==> src/rtl/max_weight_increasing_subsequence_macros.svh <==
// assertion macros shared by the subsequence engine files
// bodies expect clk and arst_n in the including module
`ifndef MAX_WEIGHT_INCREASING_SUBSEQUENCE_MACROS_SVH
`define MAX_WEIGHT_INCREASING_SUBSEQUENCE_MACROS_SVH
`ifndef SYNTHESIS
`define MWIS_ASSERT_IMPL(lbl, ante, cons) \
	lbl: assert property (@(posedge clk) disable iff (!arst_n) (ante) |-> (cons)) \
	else $error("mwis assertion failed");
`define MWIS_ASSERT_NEXT(lbl, ante, cons) \
	lbl: assert property (@(posedge clk) disable iff (!arst_n) (ante) |=> (cons)) \
	else $error("mwis assertion failed");
`else
`define MWIS_ASSERT_IMPL(lbl, ante, cons)
`define MWIS_ASSERT_NEXT(lbl, ante, cons)
`endif
`endif

==> src/rtl/mwis_pkg.sv <==
// shared widths, codes and transaction structs for the subsequence engine
// no dependencies
package mwis_pkg;

	localparam int VALUE_W     = 48;
	localparam int HEIGHT_W    = 11;
	localparam int WEIGHT_W    = 32;
	localparam int CFG_W       = 11;
	localparam int LEAF_W_MAX  = 16;
	localparam int COUNT_W_MAX = 17;
	localparam int EPOCH_W     = 8;

	localparam logic [VALUE_W-1:0] VALUE_MAX  = 48'hFFFF_FFFF_FFFF;
	localparam logic [CFG_W-1:0]   CFG_RESET  = 11'd1024;

	typedef logic [VALUE_W-1:0] value_t;

	typedef enum logic {
		STATUS_OK     = 1'b0,
		STATUS_REJECT = 1'b1
	} status_t;

	typedef struct packed {
		logic                   start;
		logic                   rej;
		logic [LEAF_W_MAX-1:0]  leaf;
		logic [WEIGHT_W-1:0]    weight;
		logic [COUNT_W_MAX-1:0] eff;
	} item_t;

	typedef struct packed {
		value_t  chain;
		value_t  best;
		status_t status;
	} result_t;

endpackage

==> src/rtl/mwis_front.sv <==
// front end: accepts input transactions, checks the height, queues them
// depends on mwis_pkg and the assertion macro header
`include "max_weight_increasing_subsequence_macros.svh"
module mwis_front #(
	parameter int HEIGHT_LIMIT = 1024
) (
	input  logic                         clk,
	input  logic                         arst_n,
	input  logic                         s_tvalid,
	output logic                         s_tready,
	input  logic [47:0]                  s_tdata,
	input  logic [0:0]                   s_tuser,
	input  logic [mwis_pkg::CFG_W-1:0]   active_heights,
	input  logic                         hold,
	input  logic                         pop,
	output logic                         item_valid,
	output mwis_pkg::item_t              item
);

	localparam int LVL = $clog2(HEIGHT_LIMIT);
	localparam int NW  = LVL + 1;

	logic [mwis_pkg::HEIGHT_W-1:0] height;
	logic [mwis_pkg::HEIGHT_W-1:0] height_m1;
	logic [NW-1:0]                 eff;
	logic                          rej;
	logic                          push;
	mwis_pkg::item_t               item_in;

	mwis_pkg::item_t q_q [2];
	logic            wr_q;
	logic            rd_q;
	logic [1:0]      cnt_q;

	assign height    = s_tdata[10:0];
	assign height_m1 = height - 11'd1;

	always_comb begin
		if (32'(active_heights) > 32'(HEIGHT_LIMIT)) begin
			eff = NW'(HEIGHT_LIMIT);
		end else begin
			eff = NW'(active_heights);
		end
		rej = (height == '0) || (32'(height) > 32'(eff));
		item_in.start  = s_tuser[0];
		item_in.rej    = rej;
		item_in.leaf   = rej ? '0 : mwis_pkg::LEAF_W_MAX'(height_m1);
		item_in.weight = s_tdata[42:11];
		item_in.eff    = mwis_pkg::COUNT_W_MAX'(eff);
	end

	assign s_tready   = (cnt_q != 2'd2) && !hold;
	assign push       = s_tvalid && s_tready;
	assign item_valid = (cnt_q != 2'd0);
	assign item       = q_q[rd_q];

	always_ff @(posedge clk or negedge arst_n) begin
		if (!arst_n) begin
			wr_q  <= 1'b0;
			rd_q  <= 1'b0;
			cnt_q <= 2'd0;
		end else begin
			if (push) begin
				q_q[wr_q] <= item_in;
				wr_q      <= ~wr_q;
			end
			if (pop) begin
				rd_q <= ~rd_q;
			end
			case ({push, pop})
				2'b10:   cnt_q <= cnt_q + 2'd1;
				2'b01:   cnt_q <= cnt_q - 2'd1;
				default: cnt_q <= cnt_q;
			endcase
		end
	end

	`MWIS_ASSERT_IMPL(a_queue_bound, 1'b1, cnt_q != 2'd3)
	`MWIS_ASSERT_IMPL(a_pop_nonempty, pop, cnt_q != 2'd0)

endmodule

==> config.mk <==
export PLATFORM = sky130hd
export DESIGN_NAME = mwis_front
export DESIGN_NICKNAME = d
export VERILOG_FILES = /design/src/rtl/mwis_pkg.sv /design/src/rtl/mwis_front.sv
export VERILOG_INCLUDE_DIRS = /design/src /design/src/rtl
export SDC_FILE = /design/constraint.sdc
export NUM_CORES = 1
export LEC_CHECK = 0
export ABC_CLOCK_PERIOD_IN_PS = 7430
export BUFFER_PORTS_ARGS = -buffer_cell sky130_fd_sc_hd__buf_4
export CAP_MARGIN = 30
export CELL_PAD_IN_SITES_DETAIL_PLACEMENT = 1
export CELL_PAD_IN_SITES_GLOBAL_PLACEMENT = 1
export CORE_MARGIN = 10
export CORE_UTILIZATION = 30
export CTS_CLUSTER_DIAMETER = 150
export DETAILED_ROUTE_END_ITERATION = 16
export HOLD_SLACK_MARGIN = 0.12
export PLACE_DENSITY_LB_ADDON = 0.1
export SYNTH_ARGS = -nofsm -noshare
export SYNTH_HDL_FRONTEND = slang
export SYNTH_SLANG_ARGS = --single-unit
==> constraint.sdc <==
create_clock -name clk -period 7.43 [get_ports clk]
set_clock_uncertainty 0.15 [all_clocks]
set_input_delay 0.3715 -clock clk [delete_from_list [all_inputs] [get_ports clk]]
set_output_delay 0.3715 -clock clk [all_outputs]
set_load 0.01 [all_outputs]
**Yosys cells after proc, flatten, opt, wreduce, memory -nomap -nowiden**

Memory sizes are Yosys's and may differ from the RTL's.
Index checks and enable logic that the tools add are counted.
Widths: inputs -> output; s select.

- Register bits after elaboration: 4
- Output and inout port bits: 69
- Bits in writable memories: 112
- Memories kept: 1

- Magnitude comparators: 2
- Add/subtract/negate cells: 3
- Equality and inequality tests: 3
- Mux-type cells: 5
- Bitwise gates (word level): 2
- Reduce and logical (&&, ||, !) cells: 8

Memories:

| name | words | width | read ports | clocked after memory_dff | write ports | RTL line | source |
|---|---|---|---|---|---|---|---|
| q_q | 2 | 56 | 1 | 0 | 1 | mwis_front.sv:30 | `mwis_pkg::item_t q_q [2];` |

Operators by type and width:

| cell | count |
|---|---|
| $mux 11 | 2 |
| $gt 11x11->1 | 1 |
| $gt 11x11->1 const B | 1 |
| $logic_not 11->1 | 1 |
| $sub 11x1->11 const B | 1 |
| $pmux 2 s2 | 1 |
| $reduce_bool 2->1 | 2 |
| $logic_and 1x1->1 | 3 |
| $add 2x1->2 const B | 1 |
| $eq 2x1->1 const B | 1 |
| $eq 2x2->1 const B | 1 |
| $mux 1 | 2 |
| $ne 2x2->1 const B | 1 |
| $not 1->1 | 2 |
| $sub 2x1->2 const B | 1 |
| $logic_not 1->1 | 1 |
| $logic_or 1x1->1 | 1 |

**Longest topological paths before layout**

Gate-level depths: netlist (run 1).

- Depth in word-level cells: 6
- Gate-level depth with buffers: 9

**Worst setup path after synthesis (run 1)**

OpenSTA, ideal clock, no wires.

- Path kind: reg-to-reg
- From: register cnt_q[0]
- To: memory q_q[0][0] (netlist name), enable pin
- Slack: 1.726 ns
- Setup time: 0.550 ns
- Stages on the path, launching flop included: 5
- Arrival: 5.003 ns
- Path buffers: 0
- Cell sequence: dfrtp_1 > inv_1 > a21oi_1 > nand2_1 > nor3b_1

- Word-level cells in the longest chain between the ends: 6

RTL lines:

| what | RTL line | source |
|---|---|---|
| start: declaration | mwis_front.sv:33 | `logic [1:0] cnt_q;` |
| start signal: assignment | mwis_front.sv:71 | `2'b10: cnt_q <= cnt_q + 2'd1;` |
| start signal: assignment | mwis_front.sv:72 | `2'b01: cnt_q <= cnt_q - 2'd1;` |
| start signal: assignment | mwis_front.sv:73 | `default: cnt_q <= cnt_q;` |
| $ne 2x2->1 | mwis_front.sv:52 | `assign s_tready = (cnt_q != 2'd2) && !hold;` |
| $logic_and 1x1->1 | mwis_front.sv:52 |  |
| net s_tready | mwis_front.sv:10 | `output logic s_tready,` |
| $logic_and 1x1->1 | mwis_front.sv:53 | `assign push = s_tvalid && s_tready;` |
| $mux 1 | mwis_front.sv:63 | `if (push) begin` |
| $logic_and 1x1->1 (not written as such) | mwis_front.sv:64 | `q_q[wr_q] <= item_in;` |
| $mux 1 (not written as such) | mwis_front.sv:64 |  |
| end: declaration | mwis_front.sv:30 |  |

The timed path passes the listed nets, and every way through them passes these cells.

==> metrics.txt, run 1 <==
critical path class=in2reg; initial DRC count=79; global-route wire length before repair=18360 microns; Initial Util=30.76%; Tot GR Track Use=11.09%; CTS Buf Count=17; slowest stage delay, CP=0.76 ns; clk_lat worst skew=0.41 ns; crit start category=input port; Total Power=2.231 mW; Crit-path slowest cell=a21oi_1; Netlist cell types=35; Worst VDD drop=0.1465 mV; HP Class=in2reg; Clock H-tree levels=4; cell count after synthesis=298; CP Data Required Time=7.39 ns; CP most frequent cell=nand2_1; dpl hpwl=7990 microns; Die Y=147.8 microns; Die ar.=21860 sq um; Final min period=3.366 ns; final setup fails=0; Worst Path Max Fanout=12; Residual DRC=0; Worst Path Arrival=3.32 ns; crit path from=active_heights[10]; ANT cells=0; PortBufs=117; final cell count without fillers=692; Synth area leader=edfxtp_1; Layout area overhead=42.31%; Routed Antenna Nets=0; HP Start=active_heights[8]; Slew headroom=37.37%; total clock sinks=116; vias in the first global route=3327; share of layout cells above drive strength 1=44.33%; syn avg cell area=16.45 sq um; Yosys top cell area share=68.59%; CP bufs+invs=3; f_max=297.1 MHz; RSZ-0062 raised after global routing=no; MaxCap Viol Count=0; PwrDens=319.7 nW/um^2; Yosys warning total=0; status=complete, no violations; DR WL/cell=17.23 microns; vias per inst=4.283; period utilization=45.30%; initial antenna violation count=0; Placed Instances=624; Clock transition at path regs=0.05 ns; Crit path max-delay family=compound AO/OA/AOI/OAI gates; TritonCTS clock tree=yes; total congestion overflow=0; Final #Nets=541; Lkg Pwr=2.727 nW; commonest non-fill, non-tap cell in the layout=buf_4; Core Rows=46; DR vias=2964; final WL=11920 microns; root buffer cell=clkbuf_16; drt pass-1 iters=4; FILL cells=1648; mapped cell area=4903 sq um; CP Cell Sequence=dlygate4sd3_1, buf_4, clkinv_1, nand2_1, ha_1, nand2_1, o21ai_0, or3b_2, a21oi_1, nor3b_1; CTS resizes=0; sequential area share after synthesis=70.63%; max-slew violations=0; die width=147.8 microns; Area contributors post-synth=edfxtp_1 (69%), mux2_2 (13%), ha_1 (3.3%), dfrtp_1 (2.0%), buf_4 (1.7%); Slew @ Worst Pin=0.9395 ns; Placer Congestion=0.7213; core area=15940 sq um; Fin. Hold Viols=0; Worst Setup End Kind=flip-flop; most frequent cells in the layout=buf_4 (120), edfxtp_1 (112), mux2_2 (56); hold_ws=0.1316 ns; total negative setup slack=0 ns; RR Startpoint=cnt_q[0]; Yosys reg bits=116; io pins=134; CTS Buffer Depth=2; largest net degree at the start of global routing=48
[cells by family (layout without fill, tap and decap cells)]
| group | Yosys count | count (layout) | synth area share (%) |
|---|---|---|---|
| AOI/OAI and AO/OA | 10 | 10 | 1.251 |
| other | 1 | 11 | 0.07648 |
| muxes | 56 | 56 | 12.86 |
| xor gates and xnor gates | 13 | 13 | 2.322 |
| buffers and inverters | 33 | 201 | 3.547 |
| adders and majority gates | 13 | 13 | 3.317 |
| DFF | 116 | 116 | 70.63 |
| and+or+nand+nor | 56 | 56 | 5.997 |
[layer usage]
layer	GRT usage [%]	share of wire (%)	vias up
met5	0	0	-
met4	4.757	1.6	0
met3	4.915	7.0	16
met2	18.76	50	83
met1	11.79	41	1444
li1	-	-	1421
[cell type report]
type,instances,area [sq um],area share [%]
flip-flops and latches,116,3465,49.65
multi-input cells,159,1310,18.77
repair buffers,156,1261,18.07
clock buffers,21,440.4,6.312
well taps,216,270.3,3.873
clock inverters,11,182.7,2.618
inverters,13,48.80,0.6993
[sequential cells by signal, indices dropped and copies added (netlist names)]
register,flops
q_q,112
wr_q,1
rd_q,1
cnt_q,2
[stage by stage]
| stage | setup WS, ns | cell area (sq um) | utilization, % |
|---|---|---|---|
| 2_1_floorplan | 1.726 | 4941 | - |
| 3_3_place_gp | 4.187 | 5995 | 37.60 |
| 3_5_place_dp | 4.138 | 5995 | 37.60 |
| 4_1_cts | 3.985 | 6978 | 43.77 |
| 5_1_grt | 3.798 | 6978 | 43.77 |
| 6_report | 4.064 | 6978 | 43.77 |
[where the power goes]
part	internal [mW]	leakage, nW	switching, mW
Clock	0.591	0.306	0.276
Combinational	0.296	1.35	0.238
Sequential	0.779	1.07	0.0519
[synth_stat cells]
cell        n
edfxtp_1  112
nor3b_1     3
nor4_4      1
inv_1      12
ha_1       13
o21ai_0     2
buf_4      11
buf_6       1
nand4b_1    1
or2_2       1
nand3_1     3
mux2_2     56
xnor2_1     9
a221oi_1    1
nand2_1    21
o31ai_1     1
or4_4       1
xor2_1      4
a211oi_1    1
a21oi_1     4
and4_1      2
nor2_1     14
conb_1      1
nand2_2     1
or3b_2      1
clkinv_1    1
or3_1       1
nor2b_1     1
dfrtp_1     4
or2b_1      1
nor3_1      2
clkbuf_1    7
buf_2       1
nand3b_1    2
a21o_1      1
[worst paths after layout]
check	end	slack [ns]	depth (start not counted)
max reg2reg	q_q[0][55]	4.65	5
max in group asynchronous	rd_q	6.86	2
max	q_q[0][44]	4.06	10
min in group asynchronous	rd_q	0.15	2
min reg2reg	cnt_q[1]	0.35	1
min	q_q[1][8]	0.13	3
[worst min-delay path, stage by stage]
cell     delay (ns)
buf_4          0.07
nand2_1        0.06
inv_1          0.08
[repair_timing]
action | in CTS | in global routing
endpoints found under the setup margin | 0 | 0
hold buffers | 36 | 0
setup buffers | 0 | 0
endpoints found under the hold margin | 73 | 0
Note: power is estimated with default switching activity, not from simulation.
==> inputs of run 2 (changes only) <==
Settings changed: ABC_CLOCK_PERIOD_IN_PS 7430 to 3300.
Clock period 7.43 ns to 3.3 ns, I/O delays scaled along.
==> run 2 against run 1 <==
- clock power is 110% higher
- largest power group is now registers
- critical path type unchanged
- die area stayed put
- cell count is 3.8% higher
- highest routed layer unchanged
- clock-buffer cell count is 3 lower
- sequential cell count stayed put
- combinational power is 140% higher
==> metrics.txt, run 2 (synthesis gave the netlist of run 1 again) <==
status=complete, no violations (unchanged); die width=147.8 microns (unchanged); total congestion overflow=0 (unchanged); Residual DRC=0 (unchanged); Tot GR Track Use=11.29% (was 11.09%); drt pass-1 iters=4 (unchanged); commonest non-fill, non-tap cell in the layout=buf_4 (unchanged); share of layout cells above drive strength 1=43.03% (was 44.33%); DR WL/cell=16.91 microns (was 17.23 microns); Crit path max-delay family=buffers and inverters (was compound AO/OA/AOI/OAI gates); Die Y=147.8 microns (unchanged); clk_lat worst skew=0.40 ns (was 0.41 ns); Worst Path Arrival=2.74 ns (was 3.32 ns); Lkg Pwr=2.815 nW (was 2.727 nW); critical path class=in2reg (unchanged); Crit-path slowest cell=dlygate4sd3_1 (was a21oi_1); Reg with most FFs=q_q (unchanged); Final min period=2.704 ns; Slew headroom=59.46% (was 37.37%); total setup buffers inserted after CTS=0 (unchanged); vias in the first global route=3463 (was 3327); Worst VDD drop=0.3208 mV (was 0.1465 mV); CP Data Required Time=3.34 ns (was 7.39 ns); PwrDens=682.5 nW/um^2 (was 319.7 nW/um^2); TritonCTS clock tree=yes (unchanged); Largest regs=q_q x112, cnt_q x2 (unchanged); Placer Congestion=0.7144 (was 0.7213); Fin. Hold Viols=0 (unchanged); Slew @ Worst Pin=0.6080 ns (was 0.9395 ns); # hold bufs at CTS=59 (was 36); RSZ-0062 raised after global routing=no (unchanged); reg2reg setup slack=1.12 ns (was 4.65 ns); total clock sinks=116 (unchanged); initial antenna violation count=0 (unchanged); largest net degree at the start of global routing=37 (was 48); final WL=12140 microns (was 11920 microns); HP Class=in2reg (unchanged); CTS resizes=0 (unchanged); fin util=45.35% (was 43.77%); initial DRC count=116 (was 79); MaxCap Viol Count=0 (unchanged); CP Cell Sequence=dlygate4sd3_1, buf_4, clkinv_1, nand2_1, ha_1, a21oi_1, o21ai_0, a221oi_1, a21oi_1, buf_4, nor3b_1 (was dlygate4sd3_1, buf_4, clkinv_1, nand2_1, ha_1, nand2_1, o21ai_0, or3b_2, a21oi_1, nor3b_1); dpl hpwl=8294 microns (was 7990 microns); core area=15940 sq um (unchanged); Clock H-tree levels=4 (unchanged); Clock transition at path regs=0.05 ns (about the same); CP bufs+invs=4 (was 3); period utilization=81.95%; root buffer cell=clkbuf_16 (unchanged); Routed Antenna Nets=0 (unchanged); CTS Buffer Depth=2 (unchanged); Die ar.=21860 sq um (unchanged); max reg flops=112 (unchanged); CTS Buf Count=17 (unchanged); Worst Path Max Fanout=12 (unchanged); PortBufs=117 (unchanged); crit start category=input port (unchanged); ANT cells=0 (unchanged); FILL cells=1621 (was 1648); slowest stage delay, CP=0.56 ns (was 0.76 ns); Final #Nets=567 (was 541); Core Rows=46 (unchanged); total negative setup slack=0 ns (unchanged); io pins=134 (unchanged); f_max=369.8 MHz; Initial Util=30.76% (unchanged); most frequent cells in the layout=buf_4 (121), edfxtp_1 (112), dlygate4sd3_1 (59) (was buf_4 (120), edfxtp_1 (112), mux2_2 (56)); max-slew violations=0 (unchanged); DR vias=3053 (was 2964); global-route wire length before repair=19080 microns (was 18360 microns); Layout area overhead=47.46% (was 42.31%); final setup fails=0 (unchanged); vias per inst=4.252 (was 4.283); Worst Setup End Kind=flip-flop (unchanged)
-- run 2: layout make-up --
| type | count | area [sq um] | share of cell area [%] |
|---|---|---|---|
| inverter | 13 | 48.80 | 0.6749 |
| timing repair buffer | 182 | 1539 | 21.28 |
| clock inverter | 14 | 162.7 | 2.250 |
| tap | 216 | 270.3 | 3.738 |
| multi-input combinational | 159 | 1316 | 18.20 |
| clock buffer | 18 | 429.2 | 5.935 |
| sequential | 116 | 3465 | 47.91 |
-- run 2: where the power goes --
part / internal [mW] / switching (mW) / leakage (nW) / total [mW]
Combinational: 0.710 / 0.561 / 1.48 / 1.27
Sequential: 1.75 / 0.101 / 1.07 / 1.85
Clock: 1.18 / 0.633 / 0.273 / 1.81
Total: 3.64 / 1.29 / 2.82 / 4.94
-- run 2: worst reg2reg max path, stage by stage, from the launching register on --
cell     delay (ns)
dfrtp_1        0.41
inv_1          0.06
a21oi_1        0.20
and4_2         0.68
buf_4          0.37
-- run 2: final timing paths --
path / startpoint / to / cells past startpoint
min in group asynchronous: arst_n / cnt_q[1] / 3
max in group asynchronous: arst_n / rd_q / 3
min: hold / cnt_q[0] / 5
max: active_heights[10] / q_q[1][43] / 11
min reg2reg: cnt_q[1] / cnt_q[1] / 1
max reg2reg: cnt_q[0] / q_q[1][2] / 4
-- run 2: layer usage --
metal / GRT usage, % / vias to the layer above / wire (microns)
met5: 0 / - / 0
met4: 5.352 / 0 / 208
met3: 3.480 / 12 / 594
met2: 19.36 / 78 / 6246
met1: 12.52 / 1493 / 5095
li1: - / 1470 / -
-- run 2: metrics by stage --
step	total power [mW]	hold WS (ns)	setup slack [ns]	std cells	instance area [sq um]
2_1_floorplan	2.523	-0.2806	0.3447	308	4952
3_3_place_gp	3.123	-0.1803	0.7931	627	6048
3_5_place_dp	3.130	-0.1798	0.7650	627	6048
4_1_cts	5.032	0.1612	0.5962	718	7231
5_1_grt	5.193	0.1834	0.2459	718	7231
6_report	4.935	0.1799	0.5955	718	7231
==> inputs of run 3 (changes only) <==
Settings changed: ABC_AREA set to 1, ABC_CLOCK_PERIOD_IN_PS 3300 to 2200.
Clock period 3.3 ns to 2.2 ns, I/O delays scaled along.
==> run 3 against run 2 <==
- die area up 3.2%
- worst hold slack worse by 0.016 ns
- combinational power up 66%
- power up 49%
- sequential share of layout area down 2.1 points
- core utilization up 0.23 points
- routed wire length up 3.5%
- clock power up 40%
- sequential cell count unchanged
- critical path type unchanged
- critical endpoint unchanged
- largest power group unchanged
==> metrics.txt, run 3 <==
Worst Path Arrival=1.97 ns (was 2.74 ns); Yosys warning total=0 (unchanged); period utilization=89.66%; root buffer cell=clkbuf_16 (unchanged); Yosys top cell area share=66.17% (was 68.59%); slowest stage delay, CP=0.56 ns (about the same); critical path class=in2reg (unchanged); CP Data Required Time=2.19 ns (was 3.34 ns); Post-synth top flop=edfxtp_1 (unchanged); clk_lat worst skew=0.40 ns (about the same); core area=16580 sq um (was 15940 sq um); total congestion overflow=0 (unchanged); Hold Path End=q_q[1][44] (was cnt_q[0]); max-slew violations=0 (unchanged); Hold Crit Depth=4 (was 5); Initial Util=30.65% (was 30.76%); final cell count without fillers=779 (was 718); vias per inst=4.221 (was 4.252); f_max=507.0 MHz; dpl hpwl=8724 microns (was 8294 microns); top cells by count, synth=edfxtp_1 (112), mux2_2 (56), nand2_1 (33) (was edfxtp_1 (112), mux2_2 (56), nand2_1 (21)); global-route wire length before repair=19730 microns (was 19080 microns); Fin. Hold Viols=0 (unchanged); most frequent cells in the layout=buf_4 (140), edfxtp_1 (112), dlygate4sd3_1 (59) (was buf_4 (121), edfxtp_1 (112), dlygate4sd3_1 (59)); Placed Instances=690 (was 627); max reg flops=112 (unchanged); final WL=12570 microns (was 12140 microns); Die Y=150.2 microns (was 147.8 microns); total clock sinks=116 (unchanged); commonest non-fill, non-tap cell in the layout=buf_4 (unchanged); Clock H-tree levels=4 (unchanged); CTS Buf Count=17 (unchanged); DR vias=3288 (was 3053); RSZ-0062 raised after global routing=no (unchanged); initial DRC count=117 (was 116); Post-synth ARST share=3.448% (unchanged); die width=150.2 microns (was 147.8 microns); Routed Antenna Nets=0 (unchanged); Worst R2R Path Depth=5 (was 4); Clock transition at path regs=0.05 ns (about the same); Core Rows=47 (was 46); syn avg cell area=15.13 sq um (was 16.45 sq um); PwrDens=970.5 nW/um^2 (was 682.5 nW/um^2); total negative setup slack=0 ns (unchanged); Area contributors post-synth=edfxtp_1 (66%), mux2_2 (12%), ha_1 (3.2%), nand2_1 (2.4%), inv_1 (2.1%) (was edfxtp_1 (69%), mux2_2 (13%), ha_1 (3.3%), dfrtp_1 (2.0%), buf_4 (1.7%)); status=complete, no violations (unchanged); pre-CTS WS=-0.3478 ns (was 0.7650 ns); sequential area share after synthesis=68.14% (was 70.63%); Largest regs=q_q x112, cnt_q x2 (unchanged); Residual DRC=0 (unchanged); CTS Buffer Depth=2 (unchanged); Netlist cell types=32 (was 35); Tot GR Track Use=11.46% (was 11.29%); Worst Setup End Kind=flip-flop (unchanged); Synth area leader=edfxtp_1 (unchanged); vias in the first global route=3712 (was 3463); Reg with most FFs=q_q (unchanged); total setup buffers inserted after CTS=0 (unchanged); Die ar.=22550 sq um (was 21860 sq um); reg2reg setup slack=0.40 ns (was 1.12 ns); Layout area overhead=48.74% (was 47.46%); HP Start=s_tdata[1] (was hold); RR Endpoint=q_q[0][31] (was q_q[1][2]); RR Startpoint=cnt_q[0] (unchanged); initial antenna violation count=0 (unchanged); Placer Congestion=0.7550 (was 0.7144); DR WL/cell=16.14 microns (was 16.91 microns); Final WS setup=0.2275 ns (was 0.5955 ns); most common cell in the netlist=edfxtp_1 (unchanged); largest net degree at the start of global routing=40 (was 37); final setup fails=0 (unchanged); TritonCTS clock tree=yes (unchanged); drt pass-1 iters=4 (unchanged); HP Class=in2reg (unchanged); share of layout cells above drive strength 1=46.15% (was 43.03%); Final min period=1.972 ns; io pins=134 (unchanged); Worst VDD drop=0.4911 mV (was 0.3208 mV); CP most frequent cell=nand2_1; ANT cells=0 (unchanged); mapped cell area=5082 sq um (was 4903 sq um); crit start category=input port (unchanged); CP Cell Sequence=buf_4, dlygate4sd3_1, buf_4, nand2_1, ha_1, nand2_1, inv_1, nand2_2, nor2_4, nand2_1, nand3_2, nand2_1, nand2_4, nor2_1 (was dlygate4sd3_1, buf_4, clkinv_1, nand2_1, ha_1, a21oi_1, o21ai_0, a221oi_1, a21oi_1, buf_4, nor3b_1); MaxCap Viol Count=0 (unchanged); PortBufs=117 (unchanged); EDFF count, synth=112 (unchanged); Worst Path Max Fanout=12 (unchanged); Lkg Pwr=3.046 nW (was 2.815 nW); Yosys reg bits=116 (unchanged); Total Power=7.337 mW (was 4.935 mW); Crit-path slowest cell=dlygate4sd3_1 (unchanged); Final #Nets=626 (was 567); fin util=45.59% (was 45.35%); cell count after synthesis=336 (was 298)
[run 3: changes by cell type after synthesis, sizes merged, moves of 5 or more]
cell | before | now
nor2 | 14 | 28
clkbuf | 7 | 1
xnor2 | 9 | 3
buf | 13 | 18
nand2 | 22 | 36
inv | 12 | 33
[run 3: worst max-delay path by stage]
stage                       from          to  slack, ns  cells after the start
2_1_floorplan           cnt_q[0]   q_q[0][0]      -0.51                      4
5_1_grt        active_heights[7]  q_q[0][43]       0.08                     14
4_1_cts        active_heights[1]  q_q[1][43]       0.09                     17
3_5_place_dp   active_heights[1]  q_q[1][43]      -0.35                     17
6_report       active_heights[7]  q_q[1][43]       0.23                     14
3_3_place_gp   active_heights[8]  q_q[0][43]      -0.28                     17
[run 3: final cells by class]
cell class                      count  area [sq um]
Clock inverter                     12         116.4
Multi-Input combinational cell    178          1446
Tap cell                          220         275.3
Timing Repair Buffer              202          1702
Clock buffer                       18         429.2
Inverter                           33         126.4
Sequential cell                   116          3465
Fill cell                        1693          9024
[run 3: cells by family (layout without fill, tap and decap cells)]
kind of cell	after synthesis	after routing	synth area share [%]
adders and majority gates	13	13	3.200
AOI/OAI and AO/OA	8	8	1.009
other	1	11	0.07378
and+or+nand+nor	79	79	8.124
muxes	56	56	12.41
DFF	116	116	68.14
buffers and inverters	52	265	5.145
xor gates and xnor gates	11	11	1.896
[run 3: through the flow]
| stage | cell area, sq um | hold WS, ns |
|---|---|---|
| 2_1_floorplan | 5161 | -0.3356 |
| 3_3_place_gp | 6414 | -0.2325 |
| 3_5_place_dp | 6414 | -0.2345 |
| 4_1_cts | 7550 | 0.1425 |
| 5_1_grt | 7560 | 0.1562 |
| 6_report | 7560 | 0.1634 |
[run 3: repair_timing]
item	4_1_cts	5_1_grt
gates resized for setup	0	2
endpoints found under the hold margin	114	0
hold buffers	59	0
setup endpoints to repair	0	22
[run 3: worst max-delay path, delay by kind of cell]
family / cells / cell delay [ns]
simple gates: 9 / 0.75
fa+ha+maj: 1 / 0.27
buf+inv: 4 / 0.82
[run 3: per-layer routing]
metal / wire length, microns / track usage (%)
met1: 5361 / 13.17
met2: 6236 / 19.11
met3: 800 / 4.052
met4: 172 / 4.665
met5: 0 / 0
[run 3: where the power goes]
part	switching, mW	total [mW]	leakage [nW]	internal [mW]
logic	0.994	2.11	1.72	1.12
clock network	0.898	2.53	0.264	1.63
registers	0.0643	2.69	1.07	2.63
total	1.96	7.34	3.05	5.38
